`config.mk`:
```
export PLATFORM = sky130hd
export DESIGN_NAME = rv32i_integer_alu_execute_unit
export DESIGN_NICKNAME = d
export VERILOG_FILES = /design/src/hdl/rvalu_pkg.sv /design/src/hdl/rv32i_integer_alu_execute_unit.sv
export SDC_FILE = /design/constraint.sdc
export NUM_CORES = 2
export LEC_CHECK = 0
export BUFFER_PORTS_ARGS = -buffer_cell sky130_fd_sc_hd__buf_2
export CAP_MARGIN = 20
export CORE_ASPECT_RATIO = 1.75
export CORE_UTILIZATION = 57
export CTS_CLUSTER_DIAMETER = 200
export DETAILED_ROUTE_END_ITERATION = 10
export PLACE_DENSITY = 0.73
export SYNTH_ARGS = -nofsm -noshare
export SYNTH_HDL_FRONTEND = slang
export SYNTH_SLANG_ARGS = --single-unit
```
`constraint.sdc`:
```
create_clock -name clock -period 6.7 [get_ports clock]
set_input_delay 2.01 -clock clock [delete_from_list [all_inputs] [get_ports clock]]
set_output_delay 2.01 -clock clock [all_outputs]
set_load 0.01 [all_outputs]
```
`src/hdl/rvalu_pkg.sv`:
```
package rvalu_pkg;

   localparam int XLen        = 32;
   localparam int RegCount    = 32;
   localparam int RegIdxWidth = $clog2(RegCount);

   localparam logic [5:0] RegLimit = 6'(RegCount);

   localparam logic [6:0] OpcImm     = 7'h13;
   localparam logic [6:0] OpcReg     = 7'h33;
   localparam logic [6:0] Funct7Zero = 7'h00;
   localparam logic [6:0] Funct7Alt  = 7'h20;

   typedef enum logic [1:0] {
      StatusOk        = 2'd0,
      StatusIllegal   = 2'd1,
      StatusUnhandled = 2'd2
   } status_type;

   typedef enum logic [2:0] {
      F3AddSub = 3'd0,
      F3Sll    = 3'd1,
      F3Slt    = 3'd2,
      F3Sltu   = 3'd3,
      F3Xor    = 3'd4,
      F3Shr    = 3'd5,
      F3Or     = 3'd6,
      F3And    = 3'd7
   } funct3_type;

endpackage

```
`src/hdl/rv32i_integer_alu_execute_unit.sv`:
```
// An accepted instruction is held in stage 1, and its result in the response register.
// Throughput: one instruction per cycle unless the response stalls; the register file is
// read on accept, written when the result is registered, and forwarded to the next one.
// Reset (synchronous, active high) clears the pipeline and marks every register file
// entry as unwritten, so that all registers read as zero until they are written.
module rv32i_integer_alu_execute_unit (
   input  logic        clock,
   input  logic        reset,
   input  logic        req_valid,
   output logic        req_ready,
   input  logic [31:0] req_instruction,
   output logic        rsp_valid,
   input  logic        rsp_ready,
   output logic [1:0]  rsp_status,
   output logic        rsp_write_enable,
   output logic [4:0]  rsp_dest_index,
   output logic [31:0] rsp_write_value
);
   import rvalu_pkg::*;

   logic [XLen-1:0] regfile_mem [RegCount];
   logic [RegCount-1:0] vld_ff, vld_in;

   logic            s1_valid_ff, s1_valid_in;
   logic [31:0]     s1_instr_ff;
   logic [XLen-1:0] s1_a_mem_ff, s1_b_mem_ff;
   logic            s1_a_vld_ff, s1_b_vld_ff;
   logic            s1_a_hit_ff, s1_b_hit_ff;
   logic [XLen-1:0] fwd_data_ff;

   logic            rsp_valid_ff, rsp_valid_in;
   status_type      rsp_status_ff;
   logic            rsp_we_ff;
   logic [4:0]      rsp_rd_ff;
   logic [XLen-1:0] rsp_value_ff;

   logic            accept;
   logic            s1_advance;
   logic            s1_move;
   logic [4:0]      req_rs1, req_rs2;
   logic            rs1_in_range, rs2_in_range;
   logic            wr_en;

   logic [6:0]      opc;
   logic [4:0]      rd;
   funct3_type      f3;
   logic [6:0]      f7;
   logic            is_reg;
   logic [XLen-1:0] op_a, op_b;
   logic [4:0]      shamt;
   logic [XLen-1:0] result;
   status_type      status;

   assign req_rs1      = req_instruction[19:15];
   assign req_rs2      = req_instruction[24:20];
   assign rs1_in_range = {1'b0, req_rs1} < RegLimit;
   assign rs2_in_range = {1'b0, req_rs2} < RegLimit;

   assign s1_advance = !rsp_valid_ff || rsp_ready;
   assign s1_move    = s1_valid_ff && s1_advance;
   assign req_ready  = !s1_valid_ff || s1_advance;
   assign accept     = req_valid && req_ready;

   assign opc    = s1_instr_ff[6:0];
   assign rd     = s1_instr_ff[11:7];
   assign f3     = funct3_type'(s1_instr_ff[14:12]);
   assign f7     = s1_instr_ff[31:25];
   assign is_reg = (opc == OpcReg);

   assign op_a = s1_a_hit_ff ? fwd_data_ff : (s1_a_vld_ff ? s1_a_mem_ff : '0);

   always_comb begin
      logic [XLen-1:0] rs2_val;
      rs2_val = s1_b_hit_ff ? fwd_data_ff : (s1_b_vld_ff ? s1_b_mem_ff : '0);
      if (is_reg) begin
         op_b  = rs2_val;
         shamt = rs2_val[4:0];
      end else begin
         op_b  = {{(XLen-12){s1_instr_ff[31]}}, s1_instr_ff[31:20]};
         shamt = s1_instr_ff[24:20];
      end
   end

   always_comb begin
      result = '0;
      status = StatusOk;
      if (opc == OpcImm || opc == OpcReg) begin
         case (f3)
            F3AddSub: begin
               if (is_reg && f7 == Funct7Alt) begin
                  result = op_a - op_b;
               end else if (is_reg && f7 != Funct7Zero) begin
                  status = StatusIllegal;
               end else begin
                  result = op_a + op_b;
               end
            end
            F3Sll: begin
               if (f7 != Funct7Zero) begin
                  status = StatusIllegal;
               end else begin
                  result = op_a << shamt;
               end
            end
            F3Shr: begin
               if (f7 == Funct7Zero) begin
                  result = op_a >> shamt;
               end else if (f7 == Funct7Alt) begin
                  result = XLen'($signed(op_a) >>> shamt);
               end else begin
                  status = StatusIllegal;
               end
            end
            default: begin
               if (is_reg && f7 != Funct7Zero) begin
                  status = StatusIllegal;
               end else begin
                  case (f3)
                     F3Slt:   result = {{(XLen-1){1'b0}}, $signed(op_a) < $signed(op_b)};
                     F3Sltu:  result = {{(XLen-1){1'b0}}, op_a < op_b};
                     F3Xor:   result = op_a ^ op_b;
                     F3Or:    result = op_a | op_b;
                     default: result = op_a & op_b;
                  endcase
               end
            end
         endcase
         if (status != StatusOk) begin
            result = '0;
         end
      end else begin
         status = StatusUnhandled;
      end
   end

   assign wr_en = s1_move && status == StatusOk && rd != 5'd0 && {1'b0, rd} < RegLimit;

   always_comb begin
      vld_in = vld_ff;
      if (wr_en) begin
         vld_in[rd[RegIdxWidth-1:0]] = 1'b1;
      end
   end

   always_comb begin
      s1_valid_in = s1_valid_ff;
      if (accept) begin
         s1_valid_in = 1'b1;
      end else if (s1_advance) begin
         s1_valid_in = 1'b0;
      end
      rsp_valid_in = rsp_valid_ff;
      if (s1_advance) begin
         rsp_valid_in = s1_valid_ff;
      end
   end

   always_ff @(posedge clock) begin
      if (reset) begin
         vld_ff       <= '0;
         s1_valid_ff  <= 1'b0;
         rsp_valid_ff <= 1'b0;
      end else begin
         vld_ff       <= vld_in;
         s1_valid_ff  <= s1_valid_in;
         rsp_valid_ff <= rsp_valid_in;
      end
   end

   always_ff @(posedge clock) begin
      if (wr_en) begin
         regfile_mem[rd[RegIdxWidth-1:0]] <= result;
      end
   end

   // A write in the same cycle as the read is not yet visible in the memory, so the
   // value is taken from the forwarding register instead.
   always_ff @(posedge clock) begin
      if (accept) begin
         s1_instr_ff <= req_instruction;
         s1_a_mem_ff <= regfile_mem[req_rs1[RegIdxWidth-1:0]];
         s1_b_mem_ff <= regfile_mem[req_rs2[RegIdxWidth-1:0]];
         s1_a_vld_ff <= rs1_in_range && vld_ff[req_rs1[RegIdxWidth-1:0]];
         s1_b_vld_ff <= rs2_in_range && vld_ff[req_rs2[RegIdxWidth-1:0]];
         s1_a_hit_ff <= wr_en && rd == req_rs1;
         s1_b_hit_ff <= wr_en && rd == req_rs2;
      end
      if (wr_en) begin
         fwd_data_ff <= result;
      end
      if (s1_move) begin
         rsp_status_ff <= status;
         rsp_we_ff     <= wr_en;
         rsp_rd_ff     <= rd;
         rsp_value_ff  <= result;
      end
   end

   assign rsp_valid        = rsp_valid_ff;
   assign rsp_status       = rsp_status_ff;
   assign rsp_write_enable = rsp_we_ff;
   assign rsp_dest_index   = rsp_rd_ff;
   assign rsp_write_value  = rsp_value_ff;

`ifndef SYNTHESIS
   a_we_only_when_ok: assert property (@(posedge clock) disable iff (reset)
      rsp_valid && rsp_write_enable |-> rsp_status == StatusOk && rsp_dest_index != 5'd0)
      else $error("register write reported for a failed or x0 instruction");

   a_zero_on_error: assert property (@(posedge clock) disable iff (reset)
      rsp_valid && rsp_status != StatusOk |-> rsp_write_value == '0)
      else $error("non-zero result reported for an instruction that failed");

   a_x0_never_written: assert property (@(posedge clock) disable iff (reset)
      !vld_ff[0])
      else $error("register x0 has been written");

   a_reset_clears_valid: assert property (@(posedge clock)
      $past(reset) |-> vld_ff == '0 && !s1_valid_ff && !rsp_valid_ff)
      else $error("state not cleared after reset");

   a_write_needs_transfer: assert property (@(posedge clock) disable iff (reset)
      wr_en |-> s1_valid_ff && (!rsp_valid_ff || rsp_ready))
      else $error("register file written without a result transfer");
`endif

endmodule

```
; After elaboration in Yosys (flattened, before gate mapping)
; Memories as Yosys holds them, arrays and structs flattened. A register that Yosys moved wholly into a read port is not among the register bits.
; Cells that the tools add are included.
[word_totals]
inputBits = 36
word_cells = 95
ram_bits = 1024
register_bits = 142
n_memories = 1
[op_classes]
magnitude_cmp = 6
n_shift = 3
bitwise_logic = 4
add_sub_neg = 2
eq_ne = 11
n_reduce_logical = 21
muxes = 34
[memory_table]
columns = memory, depth, width, read_ports, rd_ports_with_merged_regs, wr, line_no
row1 = regfile_mem, 32, 32, 2, 2, 1, rv32i_integer_alu_execute_unit.sv:21  ; logic [XLen-1:0] regfile_mem [RegCount];
[ops]
columns = op, n
row1 = $mux 32, 13
row2 = $pmux 32 s4, 1
row3 = $pmux 32 s3, 1
row4 = $lt 32x32->1, 2
row5 = $or 32x32->32, 2
row6 = $add 32x32->32, 1
row7 = $and 32x32->32, 1
row8 = $shl 32x5->32, 1
row9 = $shr 32x5->32, 1
row10 = $sshr 32x5->32, 1
row11 = $sub 32x32->32, 1
row12 = $xor 32x32->32, 1
row13 = $lt 5x6->1 const B, 3
row14 = $eq 7x6->1 const B, 2
row15 = $mux 1, 12
row16 = $bmux 1 s5, 2
row17 = $eq 5x5->1, 2
row18 = $eq 3x3->1 const B, 3
row19 = $logic_and 1x1->1, 9
row20 = $eq 7x5->1 const B, 1
row21 = $logic_not 7->1, 1
row22 = $reduce_bool 7->1, 1
row23 = $eq 3x2->1 const B, 2
row24 = $pmux 2 s3, 1
row25 = other kinds (11), 16

; Logic depth before layout (Yosys ltp)
[depth]
word_depth = 12
mapped_depth = 21
ltp_nobuf = 17

; Worst setup path after synthesis
; Ideal clock, no wire load.
[synth_path]
path_type = reg2reg
start = reg s1_instr_ff[2]
end = reg fwd_data_ff[20] (data pin)
setup_time_ns = 0.508
path_stages_with_launch = 18
slack_ns = 0.477
required_ns = 6.192
period_less_slack_ns = 6.223
n_path_buf = 4
arrival_ns = 5.715
path_cell_list = edfxtp_1 > nand4bb_1 > buf_4 > nor2_8 > mux2i_2 > clkbuf_1 > buf_1 > ha_1 > clkbuf_1 > or3b_2 > o211ai_2 > a41oi_1 > o21bai_1 > a31oi_1 > o21ai_0 > xnor2_1 > nand2_1 > a311oi_1
[synth_via]
elab_chain_len = 9
[synth_lines]
columns = item, line_no
row1 = from (decl), rv32i_integer_alu_execute_unit.sv:25  ; logic [31:0] s1_instr_ff;
row2 = from (signal assigned), rv32i_integer_alu_execute_unit.sv:180  ; s1_instr_ff <= req_instruction;
row3 = "parallel branches: the longest is 8 deep, another holds $add 32x32->32", n/a
row4 = $mux 32 (*), rv32i_integer_alu_execute_unit.sv:87  ; if (opc == OpcImm || opc == OpcReg) begin
row5 = net result[20], rv32i_integer_alu_execute_unit.sv:51  ; logic [XLen-1:0] result;
row6 = to (signal assigned), rv32i_integer_alu_execute_unit.sv:189  ; fwd_data_ff <= result;
row7 = to (decl), rv32i_integer_alu_execute_unit.sv:29  ; logic [XLen-1:0] fwd_data_ff;
; Mark *: on every way through the listed nets, which the timed path passes. The select of a mux whose other input is x is not followed.
; A chain may end at the register's enable or synchronous reset.

; Worst setup path after layout
[layout_path]
start = reg s1_instr_ff[2]
end = mem regfile_mem[0][28] (data pin)
[layout_via]
elab_chain_len = 9
[layout_lines]
columns = item, line_no
row1 = "parallel branches: the longest is 8 deep, another holds $add 32x32->32", n/a
row2 = $mux 32 (*), rv32i_integer_alu_execute_unit.sv:87
row3 = net result[28], rv32i_integer_alu_execute_unit.sv:51
row4 = to (decl), rv32i_integer_alu_execute_unit.sv:21
; Marked as above.

==> impl_summary.txt <==
----------------------------------------------------
[Outcome]
  Result of the run ... complete, no violations

[Setup path]
  Library cell contributing the largest single delay on the critical path ... nor3_1
  Crit. End Element ... flop
  Arrival @ worst endpoint ... 6.59 ns
  Crit-path max cell delay ... 0.93 ns
  CP required ... 7.17 ns
  Crit Reg-Reg Startpoint ... s1_instr_ff[2]
  Reg-to-reg endpoint ... regfile_mem[0][28]
  Critical Path Start Type ... flop
  Worst path cell trace ... nand4bb_1, buf_4, nor2_8, buf_4, buf_4, a31oi_1, ha_1, nand2_1, nor3_1, nand2_1, o211ai_1, buf_6, a41oi_1, o31ai_1, nor2_1, xnor2_1, a21oi_1, a21oi_2, buf_4
  Critical path class ... flop to flop
  Length in cells of the worst reg-to-reg path ... 19
  Reg-to-reg setup timing slack ... 0.57 ns
  CP startpoint ... s1_instr_ff[2]
  Most frequent cell on the critical path ... buf_4
  Critical Path Fanout Max ... 34

[Place]
  Detailed placement HPWL ... 142600 um
  Final weighted congestion of routability-driven global placement ... 1.146
  # port buffers ... 77

[Clocking]
  Htree depth ... 3
  Clk slew on worst S/H paths ... 0.07 ns
  TritonCTS clock tree ... done
  Hold-fix buffers at CTS ... 0
  Num CTS Buffers ... 107
  Root Buffer Master ... clkbuf_16
  Setup Fix Bufs, Post-CTS ... 0
  Number of gates resized after cts ... 0
  TritonCTS sink count ... 1225
  Insertion delay of the later-clocked pin in the worst-skew pair ... 0.74 ns
  Buffers from clock root to sink, at most ... 3

[STA]
  Pins over their slew limit ... 0
  Number of failing hold endpoints at the final stage ... 0
  Clock period minus final worst setup slack ... 6.126 ns
  Achievable Freq ... 163.2 MHz
  Final count of negative-setup-slack endpoints ... 0
  Part of the cycle the worst path needs ... 0.9143
  Final-layout setup total negative slack ... 0 ns
  Worst-Margin Slew ... 1.130 ns
  RSZ-0062 raised after global routing ... false
  Layout Skew ... 0.05768 ns
  Relative slew slack ... 0.2448

[Global route]
  Initial antenna violation count ... 7
  Global-route wire length before repair ... 316900 um
  Vias in the first global route ... 43420
  GR Overflow Total ... 0
  Maximum number of pins on one net before global-route repair ... 94
  Global-route usage over all layers ... 0.3981

[Floorplanning]
  Die ar. ... 0.1137 mm^2
  FP Rows ... 162
  Die width ... 255.3 um
  Die boundary height ... 445.4 um
  Starting density of the core ... 0.5753
  Placeable core area ... 0.1113 mm^2
  Number of ports placed on the die boundary ... 78

[Drt]
  Routed wire length ... 223800 um
  Via count of the routed design ... 42470
  Total iterations of the first detailed-routing run ... 8
  DRC violation count after routing ... 0
  Routed WL per cell ... 39.45 um
  Remaining number of nets flagged by the antenna check after routing ... 0
  Detail-routed via count per cell ... 7.486
  DR iter-0 viols ... 5891

[Final layout]
  Synth-to-layout area growth ... 11.56%
  Finished Core Util ... 0.6419
  Total number of nets in the final design ... 4243
  Fillcell total ... 7596
  Share of final-layout standard cells stronger than drive strength 1 ... 0.3111

[Power]
  Fraction of power consumed by the clock network ... 0.382
  Net switching power of the design ... 0.003849 W
  Combinational power share ... 0.097
  IR Drop Worst-Case VDD ... 0.2229 mV
  Share of total power in sequential cells ... 0.521
  Switching share of power ... 0.2388
  Leakage power ... 25.83 nW
  Pwr per Cell Area ... 225.7 mW/mm^2
  Cell internal power dissipation ... 0.01227 W

[Synthesis]
  Avg Inst Size Synth ... 16.11 um^2
  Area share of the largest cell type after synthesis ... 0.5586
  Warnings, synthesis ... 0
  Proportion of synthesized flip-flops having asynchronous set or reset ... 0
  Biggest area consumer among synthesized cells ... edfxtp_1
  Top post-synthesis cells by area ... edfxtp_1 (56%), mux4_2 (23%), ha_1 (1.9%)
  Library cell with the highest instance count after synthesis ... edfxtp_1
  Number of register bits inferred by synthesis ... 1225
  Most instantiated flip-flop cell in the synthesis netlist ... edfxtp_1
  Post-synth design cell area ... 0.06402 mm^2
  Sequential area share after synthesis ... 0.5693
  Most frequent cells after synthesis ... edfxtp_1 (1191), mux4_2 (664), nand2_1 (270)
  Yosys cell types ... 96
  Count of flip-flops with a built-in enable after synthesis ... 1191
  Gate Count Post-Synth ... 3973

[Worst hold path]
  Worst min-delay path class ... flop to flop
  Beginning of the worst hold path ... vld_ff[0]
  Hold depth ... 1
  End of the worst hold path ... vld_ff[0]

[Job]
  Max-capacitance violation count ... 0

----------------------------------------------------
## cell type report
cell class	count	area [um^2]	area share
well taps	1476	1847	0.02586
flip-flops and latches	1225	36450	0.5102
diodes	6	15.01	0.0002102
clock buffers	137	2854	0.03996
multi-input cells	2374	26610	0.3726
inverters	96	366.6	0.005133
repair buffers	304	2731	0.03824
clock inverters	55	555.5	0.007778
## worst max-delay path, delay by kind of cell, from the launching register on
kind	cells	cell delay [ns]
XOR/XNOR	1	0.15
flip-flops	1	0.35
buffers and inverters	5	1.33
adder cells (fa/ha/maj)	1	0.66
AND/OR/NAND/NOR	6	1.90
AO/OA/AOI/OAI	6	1.42
## per-layer routing
layer / track usage / vias up / wire length [um]
met4: 0.2883 / 8 / 19510
met3: 0.08663 / 972 / 22770
met1: 0.4609 / 21660 / 70670
met5: 0 / - / 52
met2: 0.6577 / 3233 / 110800
li1: - / 16590 / -
## layout by cell type, fill, tap and decap left out, drive strengths merged, types with 41 or more instances in the layout
cell type  count
mux2          71
mux4         664
nand3         45
buf          303
a211oi        41
clkinv        44
nand2        270
inv           97
o21ai        143
mux2i        107
a31oi         46
o211ai        43
clkbuf       138
ha            97
nor2         213
a21oi        198
edfxtp      1191
## power by group through the flow
stage,Combinational [W],Clock [W],Sequential (W)
floorplan,0.000979,0,0.00854
global route,0.00162,0.00646,0.00839
finish,0.00156,0.00617,0.00839
CTS,0.00151,0.00620,0.00839
detailed placement,0.00150,0,0.00856
global placement,0.00151,0,0.00856
## worst max-delay path by stage
stage                                     end  depth (start not counted)
after floorplan               fwd_data_ff[20]                         17
after global placement    rsp_write_value[18]                         17
after detailed placement  regfile_mem[15][28]                         18
after CTS                  regfile_mem[0][28]                         18
after global routing      regfile_mem[13][28]                         19
final                      regfile_mem[0][28]                         19
## state kept, by name (all words and copies together), names as in the netlist, 5 cells and up
register and cells:
regfile_mem 1024, fwd_data_ff 32, rsp_write_value 32, s1_a_mem_ff 32, s1_b_mem_ff 32, vld_ff 32, s1_instr_ff 27, rsp_dest_index 5
## kinds of logic after synthesis
group | synth area share
AO/OA/AOI/OAI | 0.07106
XOR/XNOR | 0.004104
adder cells (fa/ha/maj) | 0.01958
buffers and inverters | 0.02521
flip-flops | 0.5693
multiplexers | 0.2634
other | 0.00005857
AND/OR/NAND/NOR | 0.04731
## per-stage QoR
step | worst slack (ns) | instance area, um^2 | total power [W] | std cells | hold WS, ns
final | 0.5740 | 71430 | 0.01612 | 5673 | 0.4907
after global routing | 0.4513 | 71410 | 0.01647 | 5667 | 0.5047
after CTS | 0.6403 | 71390 | 0.01610 | 5665 | 0.4906
after detailed placement | 0.7036 | 67980 | 0.01006 | 5473 | 0.4781
after global placement | 0.6216 | 67960 | 0.01006 | 5471 | 0.4609
after floorplan | 0.4772 | 64140 | 0.009515 | 4004 | 0.4244
No activity file was read; power rests on OpenSTA's default activity.
